===== config.mk =====
export PLATFORM = sky130hd
export DESIGN_NAME = barrier_gate_controller_unit
export DESIGN_NICKNAME = d
export VERILOG_FILES = /design/src/bgc_pkg.sv /design/src/barrier_gate_controller_unit.sv /design/src/bgc_cfg_regs.sv /design/src/bgc_debounce.sv /design/src/bgc_seq.sv
export SDC_FILE = /design/constraint.sdc
export NUM_CORES = 1
export LEC_CHECK = 0
export ABC_AREA = 1
export BUFFER_PORTS_ARGS = -buffer_cell sky130_fd_sc_hd__buf_4
export CORE_ASPECT_RATIO = 1.75
export CORE_MARGIN = 5
export CORE_UTILIZATION = 40
export DETAILED_ROUTE_END_ITERATION = 6
export HOLD_SLACK_MARGIN = 0.06
export PLACE_DENSITY_LB_ADDON = 0.12
export SYNTH_ARGS = -nofsm -noshare
export SYNTH_HDL_FRONTEND = slang
export SYNTH_SLANG_ARGS = --single-unit

===== constraint.sdc =====
create_clock -name clk -period 3.4 [get_ports clk]
set_input_delay 0.17 -clock clk [delete_from_list [all_inputs] [get_ports clk]]
set_output_delay 0.17 -clock clk [all_outputs]
set_load 0.05 [all_outputs]

===== src/bgc_pkg.sv =====
// bgc_pkg: shared types and codes for the barrier gate controller
// holds request/result structs, configuration struct, phase and register codes
// no dependencies
package bgc_pkg;

	// gate phase codes
	localparam logic [2:0] PH_IDLE    = 3'd0;
	localparam logic [2:0] PH_OPENING = 3'd1;
	localparam logic [2:0] PH_OPEN    = 3'd2;
	localparam logic [2:0] PH_WAIT    = 3'd3;
	localparam logic [2:0] PH_CLOSING = 3'd4;
	localparam logic [2:0] PH_CLOSED  = 3'd5;
	localparam logic [2:0] PH_BLOCKED = 3'd6;

	// configuration register indexes
	localparam int unsigned CFG_IDX_W  = 3;
	localparam int unsigned CFG_DATA_W = 16;

	localparam logic [CFG_IDX_W-1:0] REG_OPEN_SETTLE   = 3'd0;
	localparam logic [CFG_IDX_W-1:0] REG_PASS_HOLD     = 3'd1;
	localparam logic [CFG_IDX_W-1:0] REG_CLOSE_SETTLE  = 3'd2;
	localparam logic [CFG_IDX_W-1:0] REG_CLOSED_REST   = 3'd3;
	localparam logic [CFG_IDX_W-1:0] REG_BLOCKED_TMO   = 3'd4;
	localparam logic [CFG_IDX_W-1:0] REG_DEBOUNCE_RUNS = 3'd5;
	localparam logic [CFG_IDX_W-1:0] REG_REQ_FREE      = 3'd6;

	// register reset values
	localparam logic [15:0] RST_OPEN_SETTLE   = 16'd500;
	localparam logic [15:0] RST_PASS_HOLD     = 16'd2000;
	localparam logic [15:0] RST_CLOSE_SETTLE  = 16'd500;
	localparam logic [15:0] RST_CLOSED_REST   = 16'd1000;
	localparam logic [15:0] RST_BLOCKED_TMO   = 16'd10000;
	localparam logic [7:0]  RST_DEBOUNCE_RUNS = 8'd3;
	localparam logic        RST_REQ_FREE      = 1'b1;

	typedef struct packed {
		logic        car_sensor;
		logic [7:0]  free_spaces;
		logic [15:0] elapsed_ms;
	} in_item_t;

	typedef struct packed {
		logic [2:0] gate_state;
		logic       barrier_open;
		logic       open_pulse;
		logic       close_pulse;
		logic       car_present;
	} out_item_t;

	typedef struct packed {
		logic [15:0] open_settle_ms;
		logic [15:0] pass_hold_ms;
		logic [15:0] close_settle_ms;
		logic [15:0] closed_rest_ms;
		logic [15:0] blocked_timeout_ms;
		logic [7:0]  debounce_runs;
		logic        require_free_space;
	} cfg_regs_t;

endpackage


===== src/barrier_gate_controller_unit.sv =====
// barrier_gate_controller_unit: top level of the entry barrier gate controller
// depends on bgc_pkg, bgc_cfg_regs, bgc_debounce, bgc_seq
//
//  channel  | handshake            | payload
//  ---------+----------------------+-----------------------------------------
//  in       | in_valid / in_ready  | in_item  (car_sensor, free_spaces, elapsed_ms)
//  out      | out_valid / out_ready| out_item (gate_state, barrier_open, pulses, car)
//  cfg      | cfg_valid / cfg_ready| cfg_index, cfg_data (always ready)
//
// one request per cycle sustained while out_ready is high; a result leaves from
// the stage 2 result register, whose valid bit drives out_valid
// stage 1 is the input register, stage 2 the result register; the debounce and
// phase state update as a request moves from stage 1 into stage 2
// a stalled out channel holds stage 2; stage 1 still fills, so one more request
// is taken before in_ready drops
// reset clears both valid bits, the gate state (idle, barrier closed) and the
// configuration registers to their defaults
module barrier_gate_controller_unit #(
	parameter int unsigned TIMER_BITS = 16
) (
	input  logic                            clk,
	input  logic                            arst_n,
	input  logic                            in_valid,
	output logic                            in_ready,
	input  bgc_pkg::in_item_t               in_item,
	output logic                            out_valid,
	input  logic                            out_ready,
	output bgc_pkg::out_item_t              out_item,
	input  logic                            cfg_valid,
	output logic                            cfg_ready,
	input  logic [bgc_pkg::CFG_IDX_W-1:0]   cfg_index,
	input  logic [bgc_pkg::CFG_DATA_W-1:0]  cfg_data
);

	bgc_pkg::cfg_regs_t cfg;

	// stage 1: input register
	logic              valid_s1;
	bgc_pkg::in_item_t item_s1;
	// stage 2: result register
	logic               valid_s2;
	bgc_pkg::out_item_t result_s2;

	logic               ready_s1;
	logic               adv;
	logic               car_next;
	bgc_pkg::out_item_t result;

	// stage 2 frees up when empty or when its result is taken this cycle
	assign ready_s1 = !valid_s2 || out_ready;
	assign adv      = valid_s1 && ready_s1;
	assign in_ready = !valid_s1 || ready_s1;

	// configuration writes are registered on the clock edge, never stalled
	assign cfg_ready = 1'b1;

	bgc_cfg_regs u_cfg (
		.clk      (clk),
		.arst_n   (arst_n),
		.wr_en    (cfg_valid),
		.wr_index (cfg_index),
		.wr_data  (cfg_data),
		.cfg      (cfg)
	);

	always_ff @(posedge clk or negedge arst_n) begin
		if (!arst_n) begin
			valid_s1 <= 1'b0;
		end else if (in_ready) begin
			valid_s1 <= in_valid;
		end
	end

	always_ff @(posedge clk) begin
		if (in_valid && in_ready) begin
			item_s1 <= in_item;
		end
	end

	// debounced car level after this request's sample
	bgc_debounce u_deb (
		.clk        (clk),
		.arst_n     (arst_n),
		.adv        (adv),
		.sample     (item_s1.car_sensor),
		.runs       (cfg.debounce_runs),
		.level_next (car_next)
	);

	// phase sequencer, sees the updated car level
	bgc_seq #(
		.TIMER_BITS (TIMER_BITS)
	) u_seq (
		.clk         (clk),
		.arst_n      (arst_n),
		.adv         (adv),
		.car         (car_next),
		.free_spaces (item_s1.free_spaces),
		.elapsed_ms  (item_s1.elapsed_ms),
		.cfg         (cfg),
		.result      (result)
	);

	always_ff @(posedge clk or negedge arst_n) begin
		if (!arst_n) begin
			valid_s2 <= 1'b0;
		end else if (ready_s1) begin
			valid_s2 <= valid_s1;
		end
	end

	always_ff @(posedge clk) begin
		if (adv) begin
			result_s2 <= result;
		end
	end

	assign out_valid = valid_s2;
	assign out_item  = result_s2;

	// an open command always lands in opening with the barrier up
	a_open_pulse: assert property (@(posedge clk) disable iff (!arst_n)
		(out_valid && out_item.open_pulse) |->
		(out_item.gate_state == bgc_pkg::PH_OPENING && out_item.barrier_open))
		else $error("open pulse outside opening");

	// a close command always lands in closing with the barrier down
	a_close_pulse: assert property (@(posedge clk) disable iff (!arst_n)
		(out_valid && out_item.close_pulse) |->
		(out_item.gate_state == bgc_pkg::PH_CLOSING && !out_item.barrier_open))
		else $error("close pulse outside closing");

	// barrier is up exactly in opening, open and waiting pass
	a_barrier_phase: assert property (@(posedge clk) disable iff (!arst_n)
		out_valid |->
		(out_item.barrier_open == (out_item.gate_state == bgc_pkg::PH_OPENING ||
			out_item.gate_state == bgc_pkg::PH_OPEN ||
			out_item.gate_state == bgc_pkg::PH_WAIT)))
		else $error("barrier command disagrees with phase");

	// a request held in stage 1 behind a stalled result stays there
	a_s1_hold: assert property (@(posedge clk) disable iff (!arst_n)
		(valid_s1 && !ready_s1) |=> (valid_s1 && $stable(item_s1)))
		else $error("stage 1 request lost under stall");

endmodule


===== src/bgc_cfg_regs.sv =====
// bgc_cfg_regs: configuration register file of the barrier gate controller
// depends on bgc_pkg
module bgc_cfg_regs (
	input  logic                            clk,
	input  logic                            arst_n,
	input  logic                            wr_en,
	input  logic [bgc_pkg::CFG_IDX_W-1:0]   wr_index,
	input  logic [bgc_pkg::CFG_DATA_W-1:0]  wr_data,
	output bgc_pkg::cfg_regs_t              cfg
);

	bgc_pkg::cfg_regs_t cfg_q;

	always_ff @(posedge clk or negedge arst_n) begin
		if (!arst_n) begin
			cfg_q.open_settle_ms     <= bgc_pkg::RST_OPEN_SETTLE;
			cfg_q.pass_hold_ms       <= bgc_pkg::RST_PASS_HOLD;
			cfg_q.close_settle_ms    <= bgc_pkg::RST_CLOSE_SETTLE;
			cfg_q.closed_rest_ms     <= bgc_pkg::RST_CLOSED_REST;
			cfg_q.blocked_timeout_ms <= bgc_pkg::RST_BLOCKED_TMO;
			cfg_q.debounce_runs      <= bgc_pkg::RST_DEBOUNCE_RUNS;
			cfg_q.require_free_space <= bgc_pkg::RST_REQ_FREE;
		end else if (wr_en) begin
			unique case (wr_index)
				bgc_pkg::REG_OPEN_SETTLE:   cfg_q.open_settle_ms     <= wr_data;
				bgc_pkg::REG_PASS_HOLD:     cfg_q.pass_hold_ms       <= wr_data;
				bgc_pkg::REG_CLOSE_SETTLE:  cfg_q.close_settle_ms    <= wr_data;
				bgc_pkg::REG_CLOSED_REST:   cfg_q.closed_rest_ms     <= wr_data;
				bgc_pkg::REG_BLOCKED_TMO:   cfg_q.blocked_timeout_ms <= wr_data;
				bgc_pkg::REG_DEBOUNCE_RUNS: cfg_q.debounce_runs      <= wr_data[7:0];
				bgc_pkg::REG_REQ_FREE:      cfg_q.require_free_space <= wr_data[0];
				default: begin
					// unmapped index, write dropped
				end
			endcase
		end
	end

	assign cfg = cfg_q;

endmodule


===== src/bgc_debounce.sv =====
// bgc_debounce: run-length debounce of the raw car sensor sample
// no dependencies
module bgc_debounce (
	input  logic       clk,
	input  logic       arst_n,
	input  logic       adv,
	input  logic       sample,
	input  logic [7:0] runs,
	output logic       level_next
);

	logic       last_q;
	logic [7:0] run_q;
	logic       stable_q;
	logic [7:0] run_inc;
	logic       last_d;
	logic [7:0] run_d;
	logic       stable_d;

	always_comb begin
		run_inc  = (run_q == 8'hFF) ? run_q : run_q + 8'd1;
		last_d   = last_q;
		run_d    = run_q;
		stable_d = stable_q;
		if (sample == last_q) begin
			run_d = run_inc;
			if (run_inc >= runs) begin
				stable_d = sample;
			end
		end else begin
			last_d = sample;
			run_d  = 8'd0;
		end
	end

	always_ff @(posedge clk or negedge arst_n) begin
		if (!arst_n) begin
			last_q   <= 1'b0;
			run_q    <= 8'd0;
			stable_q <= 1'b0;
		end else if (adv) begin
			last_q   <= last_d;
			run_q    <= run_d;
			stable_q <= stable_d;
		end
	end

	assign level_next = stable_d;

endmodule


===== src/bgc_seq.sv =====
// bgc_seq: gate phase sequencer with saturating per-phase timer
// depends on bgc_pkg
module bgc_seq #(
	parameter int unsigned TIMER_BITS = 16
) (
	input  logic               clk,
	input  logic               arst_n,
	input  logic               adv,
	input  logic               car,
	input  logic [7:0]         free_spaces,
	input  logic [15:0]        elapsed_ms,
	input  bgc_pkg::cfg_regs_t cfg,
	output bgc_pkg::out_item_t result
);

	localparam int unsigned CMP_W = (TIMER_BITS > 16) ? TIMER_BITS : 16;
	localparam int unsigned SUM_W = CMP_W + 1;
	localparam logic [SUM_W-1:0] TIMER_MAX = (SUM_W'(1) << TIMER_BITS) - SUM_W'(1);

	logic [2:0]            phase_q;
	logic [TIMER_BITS-1:0] timer_q;
	logic                  barrier_q;

	logic [SUM_W-1:0]      sum;
	logic [TIMER_BITS-1:0] timer_sat;
	logic [CMP_W-1:0]      t;
	logic [2:0]            phase_d;
	logic [TIMER_BITS-1:0] timer_d;
	logic                  barrier_d;
	logic                  open_p;
	logic                  close_p;
	logic                  change;
	logic                  space;

	always_comb begin
		sum       = SUM_W'(timer_q) + SUM_W'(elapsed_ms);
		timer_sat = (sum > TIMER_MAX) ? {TIMER_BITS{1'b1}} : sum[TIMER_BITS-1:0];
		t         = CMP_W'(timer_sat);
		space     = (free_spaces != 8'd0);
		phase_d   = phase_q;
		barrier_d = barrier_q;
		open_p    = 1'b0;
		close_p   = 1'b0;
		change    = 1'b0;
		unique case (phase_q)
			bgc_pkg::PH_IDLE: begin
				if (car) begin
					change = 1'b1;
					if (!cfg.require_free_space || space) begin
						barrier_d = 1'b1;
						open_p    = 1'b1;
						phase_d   = bgc_pkg::PH_OPENING;
					end else begin
						phase_d = bgc_pkg::PH_BLOCKED;
					end
				end
			end
			bgc_pkg::PH_OPENING: begin
				if (t >= CMP_W'(cfg.open_settle_ms)) begin
					change  = 1'b1;
					phase_d = bgc_pkg::PH_OPEN;
				end
			end
			bgc_pkg::PH_OPEN: begin
				if (!car) begin
					change  = 1'b1;
					phase_d = bgc_pkg::PH_WAIT;
				end
			end
			bgc_pkg::PH_WAIT: begin
				// a car showing up again is ignored, the hold still runs out
				if (t >= CMP_W'(cfg.pass_hold_ms)) begin
					change    = 1'b1;
					barrier_d = 1'b0;
					close_p   = 1'b1;
					phase_d   = bgc_pkg::PH_CLOSING;
				end
			end
			bgc_pkg::PH_CLOSING: begin
				if (t >= CMP_W'(cfg.close_settle_ms)) begin
					change  = 1'b1;
					phase_d = bgc_pkg::PH_CLOSED;
				end
			end
			bgc_pkg::PH_CLOSED: begin
				if (t >= CMP_W'(cfg.closed_rest_ms)) begin
					change  = 1'b1;
					phase_d = bgc_pkg::PH_IDLE;
				end
			end
			bgc_pkg::PH_BLOCKED: begin
				if (space || t >= CMP_W'(cfg.blocked_timeout_ms)) begin
					change  = 1'b1;
					phase_d = bgc_pkg::PH_IDLE;
				end
			end
			default: begin
				change    = 1'b1;
				barrier_d = 1'b0;
				phase_d   = bgc_pkg::PH_IDLE;
			end
		endcase
		timer_d = change ? '0 : timer_sat;
	end

	always_ff @(posedge clk or negedge arst_n) begin
		if (!arst_n) begin
			phase_q   <= bgc_pkg::PH_IDLE;
			timer_q   <= '0;
			barrier_q <= 1'b0;
		end else if (adv) begin
			phase_q   <= phase_d;
			timer_q   <= timer_d;
			barrier_q <= barrier_d;
		end
	end

	always_comb begin
		result.gate_state   = phase_d;
		result.barrier_open = barrier_d;
		result.open_pulse   = open_p;
		result.close_pulse  = close_p;
		result.car_present  = car;
	end

endmodule

Yosys cells after proc, flatten, opt, wreduce, memory -nomap -nowiden
Cells that the tools add are included.

word-level totals
  latch bits = 0
  register bits after elaboration = 153
  memories kept = 0
  bits in read-only memories = 0
  memory bits (writable) = 0
  output and inout port bits = 10
  input bits = 49
  word-level logic and storage cells = 97

operators by class
  shift operators = 0
  bitwise logic cells = 1
  $lt $le $gt $ge = 7
  div/mod/pow operators = 0
  muxes and demuxes = 28
  add/sub/neg operators = 2
  reduce and logical (&&, ||, !) cells = 22
  multiply operators = 0
  equality and inequality tests = 14

operators by type and width
  kind                    number
  $ge A16 B16 Y1          5
  $mux W16                2
  $mux W3                 8
  $pmux W3 S7             1
  $eq A3 B3 Y1 const B    6
  $reduce_and A2 Y1       9
  $add A16 B16 Y17        1
  $gt A17 B16 Y1 const B  1
  $mux W8                 2
  $mux W1                 13
  $eq A3 B2 Y1 const B    4
  $add A8 B1 Y8 const B   1
  $eq A8 B8 Y1 const B    1
  $ge A8 B8 Y1            1
  $reduce_bool A8 Y1      1
  $pmux W1 S7             1
  $eq A3 B1 Y1 const B    2
  $logic_not A3 Y1        2
  $reduce_or A5 Y1        1
  $logic_or A1 B1 Y1      4
  $logic_not A1 Y1        3
  $pmux W1 S3             1
  $logic_and A1 B1 Y1     2
  $eq A1 B1 Y1            1
  $not A1 Y1              1

Depth between registers and ports, before layout
  depth after elaboration = 8
  mapped depth = 27
  mapped depth without buffers = 27

By module
Synthesis repeated with hierarchy kept, for this count alone.

unflattened totals
  cell total of the unflattened synthesis = 1293
  area, all modules = 9920.8 um^2

modules (own cells, without submodules)
  module                        instances  area each (um^2)  seq. area each (um^2)  cells an instance
  bgc_seq                       1          4448.0            500.5                  737
  bgc_cfg_regs                  1          3575.9            2267.2                 397
  barrier_gate_controller_unit  1          1067.3            1011.0                 46
  bgc_debounce                  1          829.5             250.2                  113

Worst setup path after synthesis
OpenSTA, ideal clock, no wires.

  path type = register to register
  start = register u_seq.timer_q[0]
  end = register u_seq.timer_q[11]
  library setup time = 0.066 ns
  period minus slack after synthesis = 3.111 ns
  buffers on the path = 2
  cell stages (with the launch flop) = 25
  data required time = 3.334 ns
  data arrival time = 3.045 ns
  setup slack = 0.289 ns
  cells stage by stage = dfrtp_1 > ha_1 > inv_1 > fa_1 > inv_1 > nand3_1 > nand2_1 > nand2_1 > nand2_1 > a21oi_4 > buf_6 > nand2_1 > ha_1 > nand2_1 > nand2_1 > nand3_1 > nand2_1 > a21oi_2 > nand3_1 > nand2_1 > nand2_1 > nor2_2 > buf_4 > nand3_1 > nand2_1

on the way
  word-level cells in the longest chain between the ends = 8
  elaborated cells between the ends (all ways) = 16
  those cells by class = 1 x add/sub; 6 x order compare; 8 x mux; 1 x reduce/logical

RTL lines
  element                   line            RTL
  start: declaration        bgc_seq.sv:21   logic [TIMER_BITS-1:0] timer_q;
  start signal: assignment  bgc_seq.sv:113  timer_q <= timer_d;
  $add A16 B16 Y17 (*)      bgc_seq.sv:36   sum = SUM_W'(timer_q) + SUM_W'(elapsed_ms);
  $gt A17 B16 Y1            bgc_seq.sv:37   timer_sat = (sum > TIMER_MAX) ? {TIMER_BITS{1'b1}} : sum[TIMER_BITS-1:0];
  $mux W16 (*)              bgc_seq.sv:37
  $ge A16 B16 Y1            bgc_seq.sv:92   if (space || t >= CMP_W'(cfg.blocked_timeout_ms)) begin
  $logic_or A1 B1 Y1        bgc_seq.sv:92
  $mux W1                   bgc_seq.sv:92
  $pmux W1 S7               bgc_seq.sv:45   unique case (phase_q)
  $mux W16 (*)              bgc_seq.sv:103  timer_d = change ? '0 : timer_sat;

Mark *: on every way between the ends. The rest lies on a longest branch, timed or not.
A chain may end at the register's enable or synchronous reset.

Worst setup path in the final report
  start = register u_seq.timer_q[10]
  end = register u_seq.timer_q[10]

The elaborated chain is that of the path after synthesis.

==> key figures <==
Outcome
  – Failing checks: negative setup slack
  – Status: finished with violations

Synth
  – Synthesized cell area: 0.00930 sq mm
  – Yosys top cell by area: dfrtp_1
  – Fraction of the yosys area taken by sequential cells: 0.433
  – Synth cell types: 38
  – Most frequent cells after synthesis: nand2_1, inv_1, o21ai_0, ha_1, dfrtp_1
  – Cell count after synthesis: 1,158
  – Post-synth top area share: 0.240
  – Avg Inst Size Synth: 8.03 sq um
  – Synth Flop Type: dfrtp_1
  – Post-synth EDFFs: 32
  – Synth warn: 0
  – Asr flop ratio synth: 0.791
  – Synthesized flop and latch total: 153
  – Most common cell in the netlist: nand2_1
  – Synth top area cells: dfrtp_1, ha_1, nand2_1
  – Syn nets: 1,313

Power and ir drop
  – LEAKAGE: 6.13 nW
  – Worst vdd ir: 0.516 mV
  – PD cells: 928 mW/mm^2

Timing
  – Final Hold Fails: 0
  – Final period utilization: 1.02
  – RSZ-0062 raised after global routing: true
  – Slew @ Worst Pin: 1.12 ns
  – Final setup vio count: 16
  – Minimum clock period: 3.48 ns
  – Worst Hold Slack: 0.0851 ns
  – Max_slew headroom: 0.249
  – Max Transition Viols Final: 0
  – Final setup margin: -0.0819 ns
  – Fmax: 0.287 GHz
  – Worst Skew: 0.00766 ns

Worst setup path
  – Reg2Reg Setup Slack: -0.08 ns
  – Worst Path Max Fanout: 8
  – Crit Path Category: flop to flop
  – CP startpoint kind: flop
  – Arr. time, crit path: 3.85 ns
  – Setup crit end kind: flop
  – CP required: 3.77 ns

Global route
  – Total track usage: 0.198
  – Initial antenna violation count: 0
  – Overflow after GRT: 0
  – First-pass GRT wire length: 41,100 microns
  – Vias in the first global route: 8,103
  – Pin count of the biggest net entering global routing: 58

Min path
  – Hold WC Path Type: input port to flop

Floorplanning
  – Die Width: 125 microns
  – Row cnt: 73
  – Core area: 0.0228 sq mm
  – Initial Util: 0.407
  – Ports: 59
  – DIE AREA: 0.0265 sq mm
  – Die Y: 212 microns

Route
  – DR vias: 7,913
  – Remaining DRCs: 0
  – Total Wirelength: 25,800 microns
  – Avg WL per Cell: 15.8 microns
  – Drt pass-1 iters: 5
  – Post-route ant nets: 0
  – Via density: 4.83
  – Initial DRC Count: 300

Cells and area
  – NumNets Final: 1,480
  – Layout cell share with drive strength beyond 1: 0.250
  – Diode count: 0
  – Design Area, Final: 0.0124 sq mm
  – Post-Layout Cell Count: 1,638
  – Synth-to-Final Area Change: 33.0%

Clock network
  – CTS tree: yes
  – CTS Buf Count: 17
  – # clock sinks: 153
  – Clk Latency, worst-skew pair: 0.43 ns
  – CTS HTree Levels: 4
  – Root buf cell: clkbuf_16
  – Maximum buffer depth of the clock tree: 2
  – Reg clk slew, reported paths: 0.06 ns

Placed design
  – DPL Wire Length: 18,700 microns
  – GPL Wtd Cong: 0.836
  – # port buffers: 57
  – Placed cell area: 0.0105 sq mm
  – Placed Cells incl. Taps: 1,556

Run
  – Max-Cap Viols: 0
[through the flow]
| stage | power [W] | TNS (ns) | utilization | setup WS [ns] |
|---|---|---|---|---|
| 2_1_floorplan | 0.00619 | 0 | - | 0.289 |
| 3_3_place_gp | 0.00806 | -4.19 | 0.461 | -0.253 |
| 3_5_place_dp | 0.00816 | -4.53 | 0.461 | -0.255 |
| 4_1_cts | 0.0109 | -0.490 | 0.522 | -0.0396 |
| 5_1_grt | 0.0125 | -3.63 | 0.542 | -0.207 |
| 6_report | 0.0115 | -0.907 | 0.542 | -0.0819 |
[path summary, 6_finish.rpt]
check	from	end	cells past startpoint
setup / recovery	u_seq.timer_q[10]$_DFFE_PN0P_	u_seq.timer_q[10]$_DFFE_PN0P_	23
max in group asynchronous	arst_n	u_cfg.cfg[22]$_DFFE_PN1P_	3
setup reg to reg	u_seq.timer_q[10]$_DFFE_PN0P_	u_seq.timer_q[10]$_DFFE_PN0P_	23
min in group asynchronous	arst_n	u_cfg.cfg[27]$_DFFE_PN0P_	2
hold / removal	cfg_data[14]	u_cfg.cfg[55]$_DFFE_PN0P_	3
hold reg to reg	u_cfg.cfg[72]$_DFFE_PN0P_	u_cfg.cfg[72]$_DFFE_PN0P_	2
[metal layers]
metal,GRT usage,routed length (microns),vias up
met5,0,0,-
met4,0.0763,650,0
met3,0.0316,550,42
met2,0.378,14300,107
met1,0.216,10300,3709
li1,-,-,4055
[critical path, cell delays in order (launching register included)]
cell,delay (ns)
dfrtp_1,0.41
ha_1,0.35
nand2_2,0.08
buf_4,0.15
nor4_4,0.30
a21oi_4,0.10
buf_6,0.14
buf_6,0.11
nand3_2,0.05
buf_6,0.14
ha_4,0.21
nand2_2,0.06
inv_2,0.04
o21ai_2,0.13
nand2_1,0.08
nor2_2,0.15
buf_6,0.12
nand4_1,0.12
nand2_1,0.12
nand2_2,0.07
nor2_4,0.16
clkbuf_16,0.19
nand3_2,0.06
nand2_1,0.07
[what timing repair did]
action,4_1_cts,5_1_grt
gates cloned,1,1
pin swaps,28,66
endpoints found under the hold margin,72,0
setup buffers,5,7
resized for setup,85,83
hold buffers,37,0
setup endpoints to repair,24,25
[cell usage in the layout, fill, tap and decap left out, types with 3 or more instances in the layout]
cell type      netlist  routed
nand2_1            326     299
inv_1              191     179
buf_4                2     118
o21ai_0            107     101
dfrtp_1             89      89
ha_1               105      85
nor2_1              65      52
a21oi_1             52      43
dlygate4sd3_1        0      37
edfxtp_1            32      32
dfstp_2             32      32
nand3_2              0      28
nand3_1             54      26
nand2_2              6      26
clkbuf_16            0      20
ha_4                 0      18
buf_6                2      13
nand4_1             12      12
a21oi_2              4      11
inv_2                1      11
nor2_2               2       9
nor3_1              12       8
xor2_1               8       8
nand2_4              0       7
nor2_4               1       7
o21ai_1              2       5
o21a_1               5       5
nor3_2               1       4
xnor2_1              6       4
clkbuf_1            21       4
buf_12               0       4
nand3b_1             3       3
a21oi_4              1       3
o21bai_1             4       3
clkinv_2             0       3
bufinv_16            0       3
[registers in the layout, indices dropped and copies added, names as in the netlist]
register         cells
item_s1             25
out_item             7
out_valid            1
u_cfg.cfg           89
u_deb.last_q         1
u_deb.run_q          8
u_deb.stable_q       1
u_seq.barrier_q      1
u_seq.phase_q        3
u_seq.timer_q       16
valid_s1             1
[where the power goes]
| group | leakage, nW | internal, W | switching (W) |
|---|---|---|---|
| logic | 4.06 | 0.00298 | 0.00392 |
| clock network | 0.300 | 0.00123 | 0.000740 |
| registers | 1.78 | 0.00234 | 0.000264 |
[area by class of cell]
type / count / area [sq um]
Timing Repair Buffer: 174 / 1530
Inverter: 192 / 736
Sequential cell: 153 / 4030
Clock inverter: 8 / 119
Tap cell: 300 / 375
Fill cell: 2162 / 10500
Multi-Input combinational cell: 787 / 5080
Clock buffer: 24 / 493
[cell families (layout without fill, tap and decap cells)]
family | count (synthesis) | count (layout) | share of synthesized area
fa+ha+maj | 106 | 106 | 0.143
simple gates | 486 | 486 | 0.216
other cells | 1 | 1 | 0.000403
compound gates | 180 | 180 | 0.103
xor+xnor | 14 | 14 | 0.0132
flops | 153 | 153 | 0.433
buf+inv | 218 | 398 | 0.0906
No activity file was read; power rests on OpenSTA's default activity.
